## src/mie_pkg.sv

```systemverilog
// Shared constants, types and queue control records for the SSID extractor.
`default_nettype none
package mie_pkg;

  localparam int SSID_MAX = 32;
  localparam int IDX_W = 5;
  localparam int LEN_W = 6;
  localparam logic [7:0] PRINT_LO = 8'd32;
  localparam logic [7:0] PRINT_HI = 8'd126;

  localparam int BYTE_DEPTH_DEF = 64;
  localparam int DESC_DEPTH_DEF = 4;

  typedef enum logic [1:0] {
    PH_SKIP,
    PH_ID,
    PH_LEN,
    PH_VAL
  } phase_t;

  typedef struct packed {
    logic             we;
    logic [IDX_W-1:0] off;
    logic [7:0]       data;
    logic             commit;
    logic [LEN_W-1:0] len;
  } q_wr_t;

  typedef struct packed {
    logic             valid;
    logic [LEN_W-1:0] len;
  } q_desc_t;

  typedef struct packed {
    logic rd_en;
    logic pop;
  } q_rd_t;

endpackage
`default_nettype wire

```

## src/mie_frame_if.sv

```systemverilog
// Frame body byte channel.
`default_nettype none
interface mie_frame_if;
  logic       valid;
  logic       ready;
  logic [7:0] data_byte;
  logic       frame_start;
  logic       frame_end;
  logic [7:0] fixed_len;

  modport source(output valid, data_byte, frame_start, frame_end, fixed_len, input ready);
  modport sink(input valid, data_byte, frame_start, frame_end, fixed_len, output ready);
endinterface
`default_nettype wire

```

## src/mie_ssid_if.sv

```systemverilog
// SSID result byte channel.
`default_nettype none
interface mie_ssid_if;
  logic       valid;
  logic       ready;
  logic [7:0] ssid_byte;
  logic [4:0] ssid_index;
  logic [5:0] ssid_length;
  logic       last;

  modport source(output valid, ssid_byte, ssid_index, ssid_length, last, input ready);
  modport sink(input valid, ssid_byte, ssid_index, ssid_length, last, output ready);
endinterface
`default_nettype wire

```

## src/mie_ram.sv

```systemverilog
// Generic single-write, single-read RAM with registered read data.
`default_nettype none
module mie_ram #(
  parameter int WIDTH = 8,
  parameter int DEPTH = 64
) (
  input  wire logic                     clk,
  input  wire logic                     we,
  input  wire logic [$clog2(DEPTH)-1:0] waddr,
  input  wire logic [WIDTH-1:0]         wdata,
  input  wire logic                     re,
  input  wire logic [$clog2(DEPTH)-1:0] raddr,
  output logic      [WIDTH-1:0]         rdata
);

  logic [WIDTH-1:0] mem [DEPTH];

  always_ff @(posedge clk) begin
    if (we) begin
      mem[waddr] <= wdata;
    end
    if (re) begin
      rdata <= mem[raddr];
    end
  end

endmodule
`default_nettype wire

```

## src/mie_front.sv

```systemverilog
// Element walker: skips fixed fields, checks SSID elements, stages bytes and commits runs.
`default_nettype none
module mie_front (
  input  wire logic           clk,
  input  wire logic           rst,
  mie_frame_if.sink           frame,
  input  wire logic           space_ok,
  output mie_pkg::q_wr_t      wr
);
  import mie_pkg::*;

  phase_t      phase, phase_next;
  logic [7:0]  bytes_left, bytes_left_next;
  logic [7:0]  element_id, element_id_next;
  logic [7:0]  element_length, element_length_next;
  logic [7:0]  value_position, value_position_next;
  logic        all_printable, all_printable_next;
  logic        differs, differs_next;
  logic [7:0]  cand [SSID_MAX];
  logic [7:0]  stored [SSID_MAX];

  logic             accept;
  phase_t           ph_in, ph_eff;
  logic [7:0]       bl_in;
  logic             is_cand, printable, ap_upd, diff_upd, done, commit, cand_wr;
  logic [7:0]       pos_inc;
  logic [IDX_W-1:0] pos_idx;

  assign frame.ready = space_ok;
  assign accept      = frame.valid && space_ok;
  assign pos_idx     = value_position[IDX_W-1:0];

  always_comb begin
    ph_in     = frame.frame_start ? PH_SKIP : phase;
    bl_in     = frame.frame_start ? frame.fixed_len : bytes_left;
    ph_eff    = (ph_in == PH_SKIP && bl_in == 8'd0) ? PH_ID : ph_in;
    is_cand   = (element_id == 8'd0) && (element_length <= 8'(SSID_MAX));
    printable = frame.data_byte inside {[PRINT_LO:PRINT_HI]};
    ap_upd    = is_cand ? (all_printable && printable) : all_printable;
    diff_upd  = is_cand ? (differs || (frame.data_byte != stored[pos_idx])) : differs;
    pos_inc   = value_position + 8'd1;
    done      = pos_inc >= element_length;
    cand_wr   = accept && (ph_eff == PH_VAL) && is_cand;
    commit    = cand_wr && done && ap_upd && diff_upd;
  end

  // next state
  always_comb begin
    phase_next          = phase;
    bytes_left_next     = bytes_left;
    element_id_next     = element_id;
    element_length_next = element_length;
    value_position_next = value_position;
    all_printable_next  = all_printable;
    differs_next        = differs;
    if (accept) begin
      phase_next      = ph_eff;
      bytes_left_next = bl_in;
      case (ph_eff)
        PH_SKIP: begin
          bytes_left_next = bl_in - 8'd1;
        end
        PH_ID: begin
          element_id_next = frame.data_byte;
          phase_next      = PH_LEN;
        end
        PH_LEN: begin
          element_length_next = frame.data_byte;
          value_position_next = 8'd0;
          all_printable_next  = 1'b1;
          differs_next        = 1'b0;
          phase_next          = (frame.data_byte == 8'd0) ? PH_ID : PH_VAL;
        end
        PH_VAL: begin
          all_printable_next  = ap_upd;
          differs_next        = diff_upd;
          value_position_next = pos_inc;
          if (done) begin
            phase_next = PH_ID;
          end
        end
        default: begin
          phase_next = PH_SKIP;
        end
      endcase
      if (frame.frame_end) begin
        phase_next      = PH_SKIP;
        bytes_left_next = 8'd0;
      end
    end
  end

  // outputs to the queue
  always_comb begin
    wr.we     = cand_wr;
    wr.off    = pos_idx;
    wr.data   = frame.data_byte;
    wr.commit = commit;
    wr.len    = element_length[LEN_W-1:0];
  end

  always_ff @(posedge clk) begin
    if (rst) begin
      phase          <= PH_SKIP;
      bytes_left     <= 8'd0;
      element_id     <= 8'd0;
      element_length <= 8'd0;
      value_position <= 8'd0;
      all_printable  <= 1'b1;
      differs        <= 1'b0;
    end else begin
      phase          <= phase_next;
      bytes_left     <= bytes_left_next;
      element_id     <= element_id_next;
      element_length <= element_length_next;
      value_position <= value_position_next;
      all_printable  <= all_printable_next;
      differs        <= differs_next;
    end
  end

  always_ff @(posedge clk) begin
    if (cand_wr) begin
      cand[pos_idx] <= frame.data_byte;
    end
  end

  // stored SSID: new bytes below the length, a zero at it, older bytes above
  always_ff @(posedge clk) begin
    if (rst) begin
      for (int i = 0; i < SSID_MAX; i++) begin
        stored[i] <= 8'd0;
      end
    end else if (commit) begin
      for (int i = 0; i < SSID_MAX; i++) begin
        if (8'(i) < element_length) begin
          stored[i] <= (IDX_W'(i) == pos_idx) ? frame.data_byte : cand[i];
        end else if (8'(i) == element_length) begin
          stored[i] <= 8'd0;
        end
      end
    end
  end

endmodule
`default_nettype wire

```

## src/mie_queue.sv

```systemverilog
// Staging byte buffer and run descriptor queue between walker and emitter.
`default_nettype none
module mie_queue #(
  parameter int BYTE_DEPTH = mie_pkg::BYTE_DEPTH_DEF,
  parameter int DESC_DEPTH = mie_pkg::DESC_DEPTH_DEF
) (
  input  wire logic      clk,
  input  wire logic      rst,
  input  wire mie_pkg::q_wr_t wr,
  output logic           space_ok,
  input  wire mie_pkg::q_rd_t rd,
  output mie_pkg::q_desc_t desc,
  output logic [7:0]     rdata
);
  import mie_pkg::*;

  localparam int AW = $clog2(BYTE_DEPTH);
  localparam int DW = $clog2(DESC_DEPTH);
  localparam logic [AW:0] SPACE_LIM = (AW+1)'(BYTE_DEPTH - SSID_MAX);
  localparam logic [DW:0] DESC_FULL = (DW+1)'(DESC_DEPTH);

  logic [AW:0]      commit_ptr, rd_ptr, used;
  logic [DW:0]      dwp, drp, dcnt;
  logic [LEN_W-1:0] dq [DESC_DEPTH];
  logic [AW-1:0]    waddr;

  assign used     = commit_ptr - rd_ptr;
  assign dcnt     = dwp - drp;
  assign space_ok = (used <= SPACE_LIM) && (dcnt != DESC_FULL);
  assign waddr    = commit_ptr[AW-1:0] + AW'(wr.off);

  assign desc.valid = dwp != drp;
  assign desc.len   = dq[drp[DW-1:0]];

  mie_ram #(
    .WIDTH(8),
    .DEPTH(BYTE_DEPTH)
  ) u_bytes (
    .clk  (clk),
    .we   (wr.we),
    .waddr(waddr),
    .wdata(wr.data),
    .re   (rd.rd_en),
    .raddr(rd_ptr[AW-1:0]),
    .rdata(rdata)
  );

  always_ff @(posedge clk) begin
    if (rst) begin
      commit_ptr <= '0;
      rd_ptr     <= '0;
      dwp        <= '0;
      drp        <= '0;
    end else begin
      if (wr.commit) begin
        commit_ptr <= commit_ptr + (AW+1)'(wr.len);
        dwp        <= dwp + (DW+1)'(1);
      end
      if (rd.rd_en) begin
        rd_ptr <= rd_ptr + (AW+1)'(1);
      end
      if (rd.pop) begin
        drp <= drp + (DW+1)'(1);
      end
    end
  end

  always_ff @(posedge clk) begin
    if (wr.commit) begin
      dq[dwp[DW-1:0]] <= wr.len;
    end
  end

endmodule
`default_nettype wire

```

## src/mie_back.sv

```systemverilog
// Run emitter: reads committed SSID bytes and drives the result channel.
`default_nettype none
module mie_back (
  input  wire logic         clk,
  input  wire logic         rst,
  input  wire mie_pkg::q_desc_t desc,
  input  wire logic [7:0]   rdata,
  output mie_pkg::q_rd_t    rd,
  mie_ssid_if.source        ssid
);
  import mie_pkg::*;

  logic             run_active;
  logic [IDX_W-1:0] run_idx;
  logic [LEN_W-1:0] run_len;
  logic             s1_valid;
  logic [IDX_W-1:0] s1_idx;
  logic [LEN_W-1:0] s1_len;
  logic             s1_last;
  logic             s2_valid;

  logic [IDX_W-1:0] cur_idx;
  logic [LEN_W-1:0] cur_len;
  logic             avail, s2_free, issue, last_c;

  always_comb begin
    cur_idx = run_active ? run_idx : '0;
    cur_len = run_active ? run_len : desc.len;
    avail   = run_active || desc.valid;
    s2_free = !s2_valid || ssid.ready;
    issue   = avail && (!s1_valid || s2_free);
    last_c  = (LEN_W'(cur_idx) + LEN_W'(1)) == cur_len;
    rd.rd_en = issue;
    rd.pop   = issue && !run_active;
  end

  assign ssid.valid = s2_valid;

  always_ff @(posedge clk) begin
    if (rst) begin
      run_active <= 1'b0;
      s1_valid   <= 1'b0;
      s2_valid   <= 1'b0;
    end else begin
      if (issue) begin
        run_active <= !last_c;
      end
      s1_valid <= issue || (s1_valid && !s2_free);
      if (s2_free) begin
        s2_valid <= s1_valid;
      end
    end
  end

  always_ff @(posedge clk) begin
    if (issue) begin
      run_idx <= cur_idx + IDX_W'(1);
      run_len <= cur_len;
      s1_idx  <= cur_idx;
      s1_len  <= cur_len;
      s1_last <= last_c;
    end
    if (s1_valid && s2_free) begin
      ssid.ssid_byte   <= rdata;
      ssid.ssid_index  <= s1_idx;
      ssid.ssid_length <= s1_len;
      ssid.last        <= s1_last;
    end
  end

endmodule
`default_nettype wire

```

## src/mgmt_ie_ssid_extractor_core.sv

```systemverilog
// Top level of the management frame SSID extractor.
//
//   channel  dir  handshake      payload
//   frame    in   valid/ready    data_byte, frame_start, frame_end, fixed_len
//   ssid     out  valid/ready    ssid_byte, ssid_index, ssid_length, last
//
// One frame byte is taken per cycle while frame.ready is high; the walker
// decides each byte in that cycle. An SSID run of N bytes leaves one item
// per cycle while ssid.ready is high, after commit, via the registered read.
// frame.ready drops while more than BYTE_DEPTH-32 committed bytes or
// DESC_DEPTH runs wait to be sent; a stalled ssid side only fills the queue.
// Synchronous reset clears the parser, the stored SSID and the queue pointers.
`default_nettype none
module mgmt_ie_ssid_extractor_core #(
  parameter int BYTE_DEPTH = mie_pkg::BYTE_DEPTH_DEF,
  parameter int DESC_DEPTH = mie_pkg::DESC_DEPTH_DEF
) (
  input  wire logic   clk,
  input  wire logic   rst,
  mie_frame_if.sink   frame,
  mie_ssid_if.source  ssid
);
  import mie_pkg::*;

  q_wr_t      wr;
  q_rd_t      rd;
  q_desc_t    desc;
  logic       space_ok;
  logic [7:0] rdata;

  mie_front u_front (
    .clk     (clk),
    .rst     (rst),
    .frame   (frame),
    .space_ok(space_ok),
    .wr      (wr)
  );

  mie_queue #(
    .BYTE_DEPTH(BYTE_DEPTH),
    .DESC_DEPTH(DESC_DEPTH)
  ) u_queue (
    .clk     (clk),
    .rst     (rst),
    .wr      (wr),
    .space_ok(space_ok),
    .rd      (rd),
    .desc    (desc),
    .rdata   (rdata)
  );

  mie_back u_back (
    .clk  (clk),
    .rst  (rst),
    .desc (desc),
    .rdata(rdata),
    .rd   (rd),
    .ssid (ssid)
  );

endmodule
`default_nettype wire
```

## src/flat_wrapper.sv

```systemverilog
// flat-port wrapper written by rule: the top's interface ports become plain ports
module mgmt_ie_ssid_extractor_core_flat import mie_pkg::*;
#(
  parameter int BYTE_DEPTH = mie_pkg::BYTE_DEPTH_DEF,
  parameter int DESC_DEPTH = mie_pkg::DESC_DEPTH_DEF
)
  (clk, rst, frame_valid, frame_data_byte, frame_frame_start, frame_frame_end, frame_fixed_len, frame_ready, ssid_valid, ssid_ssid_byte, ssid_ssid_index, ssid_ssid_length, ssid_last, ssid_ready);
  mie_frame_if frame_i ();
  mie_ssid_if ssid_i ();
  input  wire logic clk;
  input  wire logic rst;
  input wire logic [$bits(frame_i.valid)-1:0] frame_valid;
  input wire logic [$bits(frame_i.data_byte)-1:0] frame_data_byte;
  input wire logic [$bits(frame_i.frame_start)-1:0] frame_frame_start;
  input wire logic [$bits(frame_i.frame_end)-1:0] frame_frame_end;
  input wire logic [$bits(frame_i.fixed_len)-1:0] frame_fixed_len;
  output wire logic [$bits(frame_i.ready)-1:0] frame_ready;
  output wire logic [$bits(ssid_i.valid)-1:0] ssid_valid;
  output wire logic [$bits(ssid_i.ssid_byte)-1:0] ssid_ssid_byte;
  output wire logic [$bits(ssid_i.ssid_index)-1:0] ssid_ssid_index;
  output wire logic [$bits(ssid_i.ssid_length)-1:0] ssid_ssid_length;
  output wire logic [$bits(ssid_i.last)-1:0] ssid_last;
  input wire logic [$bits(ssid_i.ready)-1:0] ssid_ready;
  assign frame_i.valid = frame_valid;
  assign frame_i.data_byte = frame_data_byte;
  assign frame_i.frame_start = frame_frame_start;
  assign frame_i.frame_end = frame_frame_end;
  assign frame_i.fixed_len = frame_fixed_len;
  assign frame_ready = frame_i.ready;
  assign ssid_valid = ssid_i.valid;
  assign ssid_ssid_byte = ssid_i.ssid_byte;
  assign ssid_ssid_index = ssid_i.ssid_index;
  assign ssid_ssid_length = ssid_i.ssid_length;
  assign ssid_last = ssid_i.last;
  assign ssid_i.ready = ssid_ready;
  mgmt_ie_ssid_extractor_core #(.BYTE_DEPTH(BYTE_DEPTH), .DESC_DEPTH(DESC_DEPTH)) u_core (.clk(clk), .rst(rst), .frame(frame_i), .ssid(ssid_i));
endmodule
```

## config.mk

```make
export PLATFORM = sky130hd
export DESIGN_NAME = mgmt_ie_ssid_extractor_core_flat
export DESIGN_NICKNAME = d
export VERILOG_FILES = /design/src/mie_pkg.sv /design/src/mie_frame_if.sv /design/src/mie_ssid_if.sv /design/src/mie_ram.sv /design/src/mie_front.sv /design/src/mie_queue.sv /design/src/mie_back.sv /design/src/mgmt_ie_ssid_extractor_core.sv /design/src/flat_wrapper.sv
export SDC_FILE = /design/constraint.sdc
export NUM_CORES = 2
export LEC_CHECK = 0
export BUFFER_PORTS_ARGS = -buffer_cell sky130_fd_sc_hd__buf_2
export CELL_PAD_IN_SITES_DETAIL_PLACEMENT = 1
export CELL_PAD_IN_SITES_GLOBAL_PLACEMENT = 2
export CORE_ASPECT_RATIO = 1.1
export CORE_UTILIZATION = 48
export CTS_CLUSTER_SIZE = 40
export DETAILED_ROUTE_END_ITERATION = 12
export GPL_TIMING_DRIVEN = 0
export HOLD_SLACK_MARGIN = 0.06
export PLACE_DENSITY = 0.8
export SYNTH_ARGS = -nofsm -noshare
export SYNTH_HDL_FRONTEND = slang
export SYNTH_SLANG_ARGS = --single-unit
```

## constraint.sdc

```tcl
create_clock -name clk -period 6.79 [get_ports clk]
set_input_delay 1.6975 -clock clk [delete_from_list [all_inputs] [get_ports clk]]
set_output_delay 1.6975 -clock clk [all_outputs]
set_load 0.02 [all_outputs]
```

; Word level (Yosys, flattened, before mapping)
; Memory sizes are Yosys's and may differ from the RTL's. A register that Yosys moved wholly into a read port is not among the register bits.
; Index checks and enable logic that the tools add are counted.
[word_totals]
ram_bits = 1048
in_bits = 22
regBits = 96
wordCells = 653
memories = 4
out_inout_bits = 22
[mem_list]
columns = name, depth, word_bits, read_ports, rd_clocked_by_memory_dff, wr, line_no
row1 = u_core.u_queue.u_bytes.mem, 64, 8, 1, 1, 1, mie_ram.sv:16  ; logic [WIDTH-1:0] mem [DEPTH];
row2 = u_core.u_front.cand, 32, 8, 32, 0, 1, mie_front.sv:19  ; logic [7:0] cand [SSID_MAX];
row3 = u_core.u_front.stored, 32, 8, 1, 1, 32, mie_front.sv:20  ; logic [7:0] stored [SSID_MAX];
row4 = u_core.u_queue.dq, 4, 6, 1, 1, 1, mie_queue.sv:24  ; logic [LEN_W-1:0] dq [DESC_DEPTH];
[op_classes]
n_reduce_logical = 36
magnitude_cmp = 37
addsub = 11
bitwise = 64
n_eq_ne = 69
muxes = 410
[ops]
columns = op, n
row1 = 2-to-1 mux 8 bit, 99
row2 = 2-to-1 mux 1 bit, 296
row3 = "equality test 5 x 8 -> 1 bit, first input constant", 16
row4 = "less-than comparator 5 x 8 -> 1 bit, first input constant", 16
row5 = "equality test 5 bit, first input constant", 16
row6 = "equality test 4 x 8 -> 1 bit, first input constant", 8
row7 = "less-than comparator 4 x 8 -> 1 bit, first input constant", 8
row8 = OR 1 bit, 64
row9 = "equality test 4 x 5 -> 1 bit, first input constant", 8
row10 = "equality test 3 x 8 -> 1 bit, first input constant", 4
row11 = logical NOT 8 bit, 4
row12 = "less-than comparator 3 x 8 -> 1 bit, first input constant", 4
row13 = "equality test 3 x 5 -> 1 bit, first input constant", 4
row14 = "equality test 2 x 8 -> 1 bit, first input constant", 2
row15 = "less-than comparator 1 x 8 -> 1 bit, first input constant", 2
row16 = "less-than comparator 2 x 8 -> 1 bit, first input constant", 2
row17 = one-hot mux 8 bit (2 select lines), 1
row18 = logical AND 1 bit, 15
row19 = 2-to-1 mux 5 bit, 3
row20 = 2-to-1 mux 2 bit, 7
row21 = "equality test 2 x 5 -> 1 bit, first input constant", 2
row22 = "adder 8 x 1 -> 8 bit, second input constant", 1
row23 = "equality test 1 x 8 -> 1 bit, first input constant", 1
row24 = "greater-or-equal comparator 8 x 6 -> 1 bit, second input constant", 1
row25 = other kinds (29), 43

; Logic depth before layout (Yosys ltp)
[depth]
word_depth = 15
depth_mapped = 17
mapped_depth_nobuf = 12

; Hierarchy
; A second synthesis with hierarchy kept.
[hier_totals]
hier_cells = 3174
hier_area_um2 = 50377.1
[modules_own_cells]
columns = module, cells_each, seq_area_each_um2, area_each_um2, n_inst
row1 = mie_front, 1916, 16195.5, 26040.0, 1
row2 = mie_ram, 940, 15615.0, 20246.9, 1
row3 = mie_queue, 217, 1161.1, 2492.4, 1
row4 = mie_back, 101, 1171.1, 1597.8, 1

; Least setup slack after synthesis
; No wires, ideal clock.
[synth_timing]
path_type = register -> register
startpoint = reg u_core.u_queue.rd_ptr[1]
endpoint = mem u_core.u_front.stored[6][1] (enable)
path_slack_ns = 1.820
setup_time_ns = 0.384
t_required_ns = 6.406
path_stages_with_launch = 18
t_arrival_ns = 4.586
path_buffers = 6
cell_sequence = dfxtp_1 clkbuf_1 clkbuf_1 clkbuf_1 inv_1 ha_1 nor2b_1 o21a_1 or4_4 a2111oi_4 o31a_4 nand2_4 or4_4 nand2b_1 buf_6 buf_6 buf_2 o21ai_0
[synth_rtl]
columns = element, line_no
row1 = "start, declared", mie_queue.sv:22  ; logic [AW:0] commit_ptr, rd_ptr, used;
row2 = "start signal, assigned", mie_queue.sv:60  ; rd_ptr <= rd_ptr + (AW+1)'(1);
row3 = "end, declared", mie_front.sv:20

==> impl_results.md <==
* Netlist cell types at 67
* Die ar. at approximately 0.11 mm2
* Share of the synthesized area in the top cell type at around 65%
* Most common cell after layout, fill and taps aside: edfxtp_1
* Worst-path clk slew at 0.06 ns
* Setup ws final at ~0.34 ns
* Outcome: finished with violations
* Htree depth at 3
* Startpoint type of the worst setup path: input pin
* Vias in the first global route at ~33000
* MaxCap Viol Count at 1
* Syn_area_per_cell at ~16 um2
* EDFF count, synth at ~1100
* Clk_lat worst skew at around 0.73 ns
* FP Rows at around 120
* RSZ-0062 raised after global routing: no
* Placeable Area at 0.104 mm2
* Clk_skew at between 0.02 and 0.025 ns
* Maximum clock rate at between 0.15 and 0.2 GHz
* Synth warn at 0
* CTS sink count at ~1200
* Hold Crit Class: reg2reg
* Routed via count at between 30000 and 40000
* Worst-path maximum fanout at 75
* All-layer global routing usage at a little under a third
* Final worst path period share at between 90% and 100%
* First-pass DRT Iterations at 5
* Detailed Place HPWL at roughly 120 mm
* Num ports at between 40 and 50
* Post-DRT Antenna Nets at 0
* Routability cong. at ~0.97
* Final WL at approximately 170 mm
* PwrDens at around 290 mW/mm2
* Worst-Margin Slew at roughly 1.6 ns
* Final setup violation count at 0
* #FFs+latches synth at around 1200
* Area leader, netlist: edfxtp_1
* CTS Hold Bufs at 0
* Area growth syn-to-layout at 13.7%
* Initial antenna violation count at 4
* WS Path Type: in2reg
* Dpl cells at 4663
* CTS Buffer Depth at 3
* Max-slew violation count at 11
* Max-slew headroom at -5.78%
* CTS tree: yes
* Most frequent cells in the layout: edfxtp_1, mux2i_1, clkbuf_1
* NumNets Final at roughly 3500
* Initial DRC count at around 3600
* # DRC at 0
* Failing checks: capacitance limit, slew limit
* R2R depth at 15
* R2r setup slk at around 0.34 ns
* Post-Place Setup Slack at -0.470 ns
* Crit path capture type: flop
* Top FF cell, synth: edfxtp_1
* Die height at 343 um
* Syn Inst Count at between 3000 and 4000
* Async SR Flop Fraction at 0%
* Seq/Total Area, Yosys at roughly two thirds
* Post-CTS Setup Inserts at 0
* Inserted Clock Buffers at approximately 120
* Post-DR vias/cell at approximately 6.4
* CP required at 7.12 ns
* WL/cell at approximately 34 um
* PortBufs at 42
* Fillers at around 9600
* Initial core utilization at around half
* Hold Vio Cnt, Final at 0
* Final Instance Count excl. Fillers at about 4900
* Cell area after synthesis at 0.0508 mm2
* Leakage at around 18 nW
* Synth area leaders: edfxtp_1, mux4_2, mux2i_1
* Hold path cells at 0
* WP data arrival at about 6.8 ns
* Layout cell share with drive strength beyond 1 at 20.7%
* Peak VDD IR at roughly 0.26 mV
* Grt total ovfl at 0
* Core Util, Final at 55.2%
* Synthesized Nets at between 3000 and 4000
* Largest net degree at the start of global routing at 80
* Final min period at around 6.4 ns
* First-pass GRT wire length at approximately 240 mm
* Worst hold slack at between 0.4 and 0.5 ns
* Die width at ~310 um
* CTS root buf: clkbuf_16
## cell usage after synthesis (25+ instances only)
cell type and count:
nor2_1 139, xnor2_1 30, nand2_1 144, a21oi_1 124, buf_1 35, clkbuf_1 183
a22oi_1 35, mux2i_1 316, mux2_2 39, nand3_1 57, o21ai_0 65, dfxtp_1 66
buf_2 25, nor4_2 86, edfxtp_1 1093, inv_1 35, nor3_1 60, ha_1 41
mux4_2 188, o31a_1 32, nor4_1 129
## stage by stage
stage,TNS [ns],power (mW),area (um2)
2_1_floorplan,0,9.60,50800
3_3_place_gp,-371.79,10.4,52700
3_5_place_dp,-53.87,10.5,53800
4_1_cts,-6.30,17.0,57600
5_1_grt,0,17.3,57700
6_report,0,16.9,57700
## repair_timing
| action | 4_1_cts | 5_1_grt |
|---|---|---|
| hold endpoints to repair | 0 | 0 |
| setup endpoints to repair | 56 | 252 |
| resized for setup | 2 | 8 |
## worst max-delay path: stages
cell       delay (ns)
buf_4            0.40
buf_16           0.32
clkbuf_1         0.52
clkinv_1         0.65
a2111oi_0        0.57
or4_1            0.22
a2111oi_0        0.07
and3_1           0.26
nand4b_1         0.21
nand2b_1         0.10
buf_6            0.17
buf_6            0.15
buf_2            0.28
o21ai_0          1.01
## cells by family (layout without fill, tap and decap cells)
family | count (synthesis) | count (layout) | share of synthesized area (%)
flops | 1159 | 1159 | 67.3
simple gates | 740 | 740 | 8.60
mux | 543 | 543 | 15.4
compound gates | 342 | 342 | 4.27
buf+inv | 298 | 614 | 2.49
xor+xnor | 49 | 49 | 0.846
fa+ha+maj | 43 | 43 | 1.09
other cells | 0 | 1 | 0
## sequential cells by signal, summed over array words and instances, names as in the netlist, 2 cells and up, named ones only
register                        count
u_core.u_queue.u_bytes.mem        512
u_core.u_front.cand               256
u_core.u_front.stored             256
u_core.u_queue.dq                  24
u_core.u_back.ssid.ssid_byte        8
u_core.u_front.bytes_left           8
u_core.u_front.element_id           8
u_core.u_front.element_length       8
u_core.u_front.value_position       8
u_core.u_queue.u_bytes.rdata        8
u_core.u_queue.commit_ptr           7
u_core.u_queue.rd_ptr               7
u_core.u_back.s1_len                6
u_core.u_back.ssid.ssid_length      6
u_core.u_back.run_idx               5
u_core.u_back.s1_idx                5
u_core.u_back.ssid.ssid_index       5
u_core.u_queue.drp                  3
u_core.u_queue.dwp                  3
u_core.u_front.phase                2
## path summary, 6_finish.rpt
kind                                       to                startpoint
max reg2reg        u_core.u_front.cand[15][0]  u_core.u_queue.rd_ptr[1]
min reg2reg  u_core.u_back.ssid.ssid_index[0]   u_core.u_back.s1_idx[0]
max               u_core.u_front.stored[3][7]        frame_data_byte[3]
min          u_core.u_back.ssid.ssid_index[0]   u_core.u_back.s1_idx[0]
## cell type report
class	instances	area, um2	share of cell area (%)
diodes	1	2.50	0.00434
plain buffers	259	1120	1.94
clock buffers	131	3020	5.24
clock inverters	81	832	1.44
inverters	39	146	0.254
multi-input cells	1717	15800	27.4
flip-flops and latches	1159	34100	59.2
well taps	1386	1730	3.01
repair buffers	104	876	1.52
## where the power goes
part	switching [mW]	internal, mW	leakage [nW]
clock network	2.82	3.75	1.85
logic	1.33	0.873	5.58
registers	0.106	8.06	10.7
total	4.25	12.7	18.1
## layer usage
metal | GRT usage, % | up-vias | wire, um
met1 | 39.4 | 16244 | 64100
met3 | 4.06 | 406 | 10700
met4 | 15.9 | 2 | 9090
met5 | 0 | - | 13
met2 | 53.9 | 1483 | 84200
li1 | - | 13060 | -
Power figures use the tool's default switching activity.
